===== src/hdl/wcs_pkg.sv =====
// Shared types and constants of the weighted common substring block.
`default_nettype none
package wcs_pkg;

   // Fixed field widths.
   localparam int KIND_W   = 2;
   localparam int SYM_W    = 8;
   localparam int WEIGHT_W = 16;
   localparam int SCORE_W  = 24;
   localparam int POS_W    = 7;
   localparam int CSR_IDX_W = 1;
   localparam int CSR_DATA_W = 16;

   // Input kinds.
   localparam logic [KIND_W-1:0] KIND_WEIGHT = 2'd0;
   localparam logic [KIND_W-1:0] KIND_FIRST  = 2'd1;
   localparam logic [KIND_W-1:0] KIND_SECOND = 2'd2;

   // Configuration register indexes.
   localparam logic [CSR_IDX_W-1:0] CSR_UNIT_MODE = 1'd0;
   localparam logic [CSR_IDX_W-1:0] CSR_PENALTY   = 1'd1;

   // Reset values of the configuration registers.
   localparam logic [WEIGHT_W-1:0] PENALTY_RESET = 16'd2560;

   // Commands passed from the front end to the back end.
   typedef enum logic [1:0] {
      CMD_WEIGHT = 2'd0,
      CMD_FIRST  = 2'd1,
      CMD_SECOND = 2'd2
   } cmd_op_type;

   typedef struct packed {
      cmd_op_type          op;
      logic                run;
      logic [SYM_W-1:0]    symbol;
      logic [WEIGHT_W-1:0] weight;
   } cmd_type;

   // Configuration write bundle.
   typedef struct packed {
      logic                  we;
      logic [CSR_IDX_W-1:0]  index;
      logic [CSR_DATA_W-1:0] data;
   } csr_wr_type;

endpackage
`default_nettype wire


===== src/hdl/wcs_fifo.sv =====
// Two-entry command queue between the front end and the back end.
`default_nettype none
module wcs_fifo import wcs_pkg::*; (
   input  wire logic    clock,
   input  wire logic    reset,
   input  wire logic    push,
   input  wire cmd_type push_cmd,
   output logic         full,
   input  wire logic    pop,
   output logic         pop_valid,
   output cmd_type      pop_cmd
);

   cmd_type    entry_ff [2];
   logic       wr_ptr_ff, wr_ptr_in;
   logic       rd_ptr_ff, rd_ptr_in;
   logic [1:0] count_ff, count_in;

   assign full      = (count_ff == 2'd2);
   assign pop_valid = (count_ff != 2'd0);
   assign pop_cmd   = entry_ff[rd_ptr_ff];

   // Pointer and count update.
   always_comb begin
      wr_ptr_in = wr_ptr_ff ^ push;
      rd_ptr_in = rd_ptr_ff ^ pop;
      count_in  = count_ff + {1'b0, push} - {1'b0, pop};
   end

   always_ff @(posedge clock) begin
      if (reset) begin
         wr_ptr_ff <= 1'b0;
         rd_ptr_ff <= 1'b0;
         count_ff  <= 2'd0;
      end else begin
         wr_ptr_ff <= wr_ptr_in;
         rd_ptr_ff <= rd_ptr_in;
         count_ff  <= count_in;
      end
   end

   // Entry storage.
   always_ff @(posedge clock) begin
      if (push) begin
         entry_ff[wr_ptr_ff] <= push_cmd;
      end
   end

endmodule
`default_nettype wire


===== config.mk =====
export PLATFORM = sky130hd
export DESIGN_NAME = wcs_fifo
export DESIGN_NICKNAME = d
export VERILOG_FILES = /design/src/hdl/wcs_pkg.sv /design/src/hdl/wcs_fifo.sv
export SDC_FILE = /design/constraint.sdc
export NUM_CORES = 1
export LEC_CHECK = 0
export ABC_CLOCK_PERIOD_IN_PS = 1800
export BUFFER_PORTS_ARGS = -buffer_cell sky130_fd_sc_hd__buf_2
export CORE_ASPECT_RATIO = 1.2
export CORE_MARGIN = 1.5
export CORE_UTILIZATION = 51
export DETAILED_ROUTE_END_ITERATION = 10
export PLACE_DENSITY = 0.79
export SYNTH_ARGS = -nofsm -noshare
export SYNTH_HDL_FRONTEND = slang
export SYNTH_SLANG_ARGS = --single-unit

===== constraint.sdc =====
create_clock -name clock -period 1.8 [get_ports clock]
set_input_delay 0.36 -clock clock [delete_from_list [all_inputs] [get_ports clock]]
set_output_delay 0.36 -clock clock [all_outputs]
set_load 0.02 [all_outputs]

-- Word level (Yosys, flattened, before mapping)
Memory sizes are Yosys's and may differ from the RTL's. A register that Yosys moved wholly into a read port is not among the register bits.
Index checks and enable logic that the tools add are counted.
- flip-flop bits (word level): 4
- output and inout port bits: 29
- input port bits: 31
- memories kept: 1
- word-level logic and storage cells: 13
- RAM bits: 54
- memories (name ; depth ; bits a word ; rd ports ; clocked after memory_dff ; write ports ; RTL line ; RTL):
    entry_ff ; 2 ; 27 ; 1 ; 1 ; 1 ; wcs_fifo.sv:14 ; cmd_type entry_ff [2];
- reduce and logical (&&, ||, !) cells: 1
- bitwise gates (word level): 2
- eq/ne operators: 1
- mux-type cells: 3
- add/subtract/negate cells: 2
- operators with widths (kind ; number):
    1-bit two-way mux ; 3
    2-bit by 1-bit adder with 2-bit output ; 1
    2-bit == test (second input constant) ; 1
    2-bit nonzero test ; 1
    2-bit by 1-bit subtractor with 2-bit output ; 1
    1-bit XOR ; 2

-- Depth between registers and ports, before layout
- depth in word-level cells: 2
- mapped depth: 6
- depth with buffers taken out: 6

-- Least setup slack after synthesis
OpenSTA, ideal clock, no wires.
- path kind: input port to flip-flop
- start point: input push
- end point: memory entry_ff[0][0] (netlist bit), enable pin
- stages on the path: 1
- data arrival time: 1.077 ns
- path buffers: 0
- required time: 1.414 ns
- setup slack: 0.337 ns
- library setup time: 0.386 ns
- cell sequence: ha_1
- cells in the longest elaborated chain, start to end: 2
- RTL lines (element ; RTL line ; RTL):
    start: declaration ; wcs_fifo.sv:6 ; input wire logic push,
    1-bit two-way mux ; wcs_fifo.sv:44 ; if (push) begin
    1-bit two-way mux (not written as such) ; wcs_fifo.sv:45 ; entry_ff[wr_ptr_ff] <= push_cmd;
    end: declaration ; wcs_fifo.sv:14 ;
Every way passes these cells.

==> impl_metrics.json <==
{
  "cts_hold_buf": 0,
  "port-buffer-count": 59,
  "gr-total-overflow": 0,
  "syn_nets": 138,
  "seqCellArea_um2": 1710,
  "rows": 26,
  "synthCells": 103,
  "gp_congestion": 0.657,
  "p_clk_share_pct": 31.4,
  "mostFrequentLayoutCells": "buf_2 (58), edfxtp_1 (54), mux2_4 (19)",
  "layout_commonest_cell": "buf_2",
  "dr.pass1.iters": 3,
  "drc": 0,
  "fin_nets": 215,
  "final_antenna_net_count": 0,
  "r2r-end": "count_ff[1]",
  "clkLatencyLatePin_ns": 0.32,
  "skew_ns": 0.00672,
  "clock.fmax_mhz": 567,
  "gr-usage-all-layers_pct": 15.4,
  "min_period_over_period_pct": 98.0,
  "synth.ff_latch_count": 58,
  "yosysTopAreaCell": "edfxtp_1",
  "finalSetupViolCount": 0,
  "grt_antenna_before_repair": 0,
  "final_cell_area_um2": 2840,
  "die_h_um": 75.8,
  "hold_start": "push_cmd[4]",
  "die_area_um2": 4820,
  "r2r_start": "count_ff[0]",
  "crit_end": "pop_cmd[4]",
  "first_iter_violations": 37,
  "numCtsBuffers": 9,
  "synth.avg_cell_area_um2": 21.9,
  "outcome": "complete, no violations",
  "maxSlewViolCount": 0,
  "clkTransAtPathRegs_ns": 0.06,
  "cp_cell_sequence": "buf_6, mux2_2, buf_4",
  "pwr-share-seq_pct": 52.4,
  "rsz0062_at_grt": "yes",
  "vdd.ir_drop.worst_v": 0.000590,
  "path_class": "reg2out",
  "critPathLaunch": "rd_ptr_ff",
  "critical-path-slowest-cell": "dfxtp_4",
  "synth.area.top_cells": "edfxtp_1 (72%), mux2_4 (13%), mux2_2 (4.0%)",
  "diodes": 0,
  "final_hold_viol_count": 0,
  "critical_path.endpoint_type": "output pin",
  "initial_core_util_pct": 52.8,
  "top_usage_layer": "met2",
  "timing.slew.headroom_pct": 81.9,
  "ioPinCount": 60,
  "maxCapViolations": 0,
  "multi_input_area_um2": 487,
  "grt_first_pass_wirelength_um": 5120,
  "synth.distinct_cells": 13,
  "finalPower_mw": 3.07,
  "met1_usage_pct": 15.7,
  "crit_fanout": 7,
  "cts_tree": "built",
  "hold_path_class": "in2reg",
  "min_path_cells": 1,
  "gr-usage-met3_pct": 6.20,
  "tns_ns": 0,
  "max_stage_delay_ns": 0.42,
  "met2_usage_pct": 26.0,
  "placed_cell_area_um2": 2630,
  "worst-endpoint-required_ns": 1.44,
  "synth_top_area_share_pct": 72.0,
  "hpwl_um": 2400,
  "pre_cts_ws_ns": 0.323,
  "ff2ff_setup_slack_ns": 0.59,
  "ys_warn_count": 0,
  "via_per_inst": 4.80,
  "drive_gt1_share_pct": 60.0,
  "switching_share_pct": 23.6,
  "first_global_vias": 1167,
  "crit_path_start_kind": "flop",
  "area_growth_pct": 26.3,
  "cts.sinks": 58,
  "grt_max_degree": 21,
  "power.share.combinational_pct": 16.2,
  "num_vias": 1156,
  "die_w_um": 63.6,
  "cts-root-buf": "clkbuf_8",
  "p_per_area_nw_per_um2": 1080,
  "fill_cells": 311,
  "routedWlPerCell_um": 14.7,
  "fin_hold_ws_ns": 0.223,
  "totalWireLength_um": 3550,
  "syn_area_um2": 2250,
  "yosysSeqAreaShare_pct": 75.6,
  "final.setup.worst_slack_ns": 0.0360,
  "rr_worst_depth": 6,
  "switchingPower_mw": 0.726,
  "core_um2": 4260,
  "arrival_ns": 1.40,
  "internal_power_mw": 2.35,
  "ctsHtreeMaxLevel": 3,
  "max-clock-path-buffers": 2,
  "finalWorstPathRequiredPeriod_ns": 1.76,
  "worst_slew_pin_slew_ns": 0.272,
  "leakagePower_nw": 1.17
}
-- sequential cells by signal, summed over array words and instances, names as in the netlist --
register   cells
count_ff       2
entry_ff      54
rd_ptr_ff      1
wr_ptr_ff      1
-- metrics by stage --
| stage | utilization, % | instances |
|---|---|---|
| 2_1_floorplan | - | 103 |
| 3_5_place_dp | 61.7 | 222 |
| 4_1_cts | 65.6 | 238 |
| 3_3_place_gp | 61.7 | 222 |
| 6_report | 66.7 | 241 |
| 5_1_grt | 66.7 | 241 |
-- worst min path at each step --
stage	slack [ns]	to
final	0.22	entry_ff[1][4]
after global routing	0.20	entry_ff[0][15]
after CTS	0.21	entry_ff[1][5]
after detailed placement	0.55	wr_ptr_ff
after global placement	0.53	wr_ptr_ff
after floorplan	0.43	wr_ptr_ff
-- power groups by stage --
| stage | Combinational, mW | Clock, mW | Sequential (mW) |
|---|---|---|---|
| after floorplan | 0.345 | 0 | 1.62 |
| after global placement | 0.466 | 0 | 1.63 |
| after detailed placement | 0.481 | 0 | 1.64 |
| after CTS | 0.483 | 0.993 | 1.61 |
| after global routing | 0.535 | 1.05 | 1.62 |
| final | 0.498 | 0.965 | 1.61 |
-- area by class of cell --
class                      instances  area share, %
sequential                        58           60.0
inverter                           3          0.396
clock inverter                     4          0.660
tap                               56           2.46
multi-input combinational         39           17.1
timing repair buffer              69           14.3
clock buffer                      12           5.10
-- cells by family after synthesis --
group / count (synthesis) / share of synthesized area, %
DFF: 58 / 75.6
muxes: 27 / 16.7
buffers and inverters: 6 / 2.78
and+or+nand+nor: 6 / 1.33
adders and majority gates: 4 / 2.22
xor gates and xnor gates: 2 / 1.39
-- cells in the mapped netlist, drive strengths merged --
master	instances
edfxtp	54
mux2	27
dfxtp	4
ha	4
buf	3
inv	3
nor2	3
nor2b	2
or2	1
xnor2	1
xnor3	1
-- metal layers --
metal  routed length, µm  up-vias
li1                    -      548
met1                1330      554
met2                1940       47
met3                 213        7
met4                  65        0
met5                   0        -
-- critical path, delay by kind of cell, from the launching register on --
family	cells	cell delay, ns
DFF	1	0.42
muxes	1	0.34
buffers and inverters	2	0.32
-- timing repair --
action | in CTS | in global routing
cloned | 0 | 1
gates resized for setup | 1 | 2
buffers inserted | 0 | 2
setup endpoints to repair | 8 | 8
Note: power is estimated with default switching activity, not from simulation.
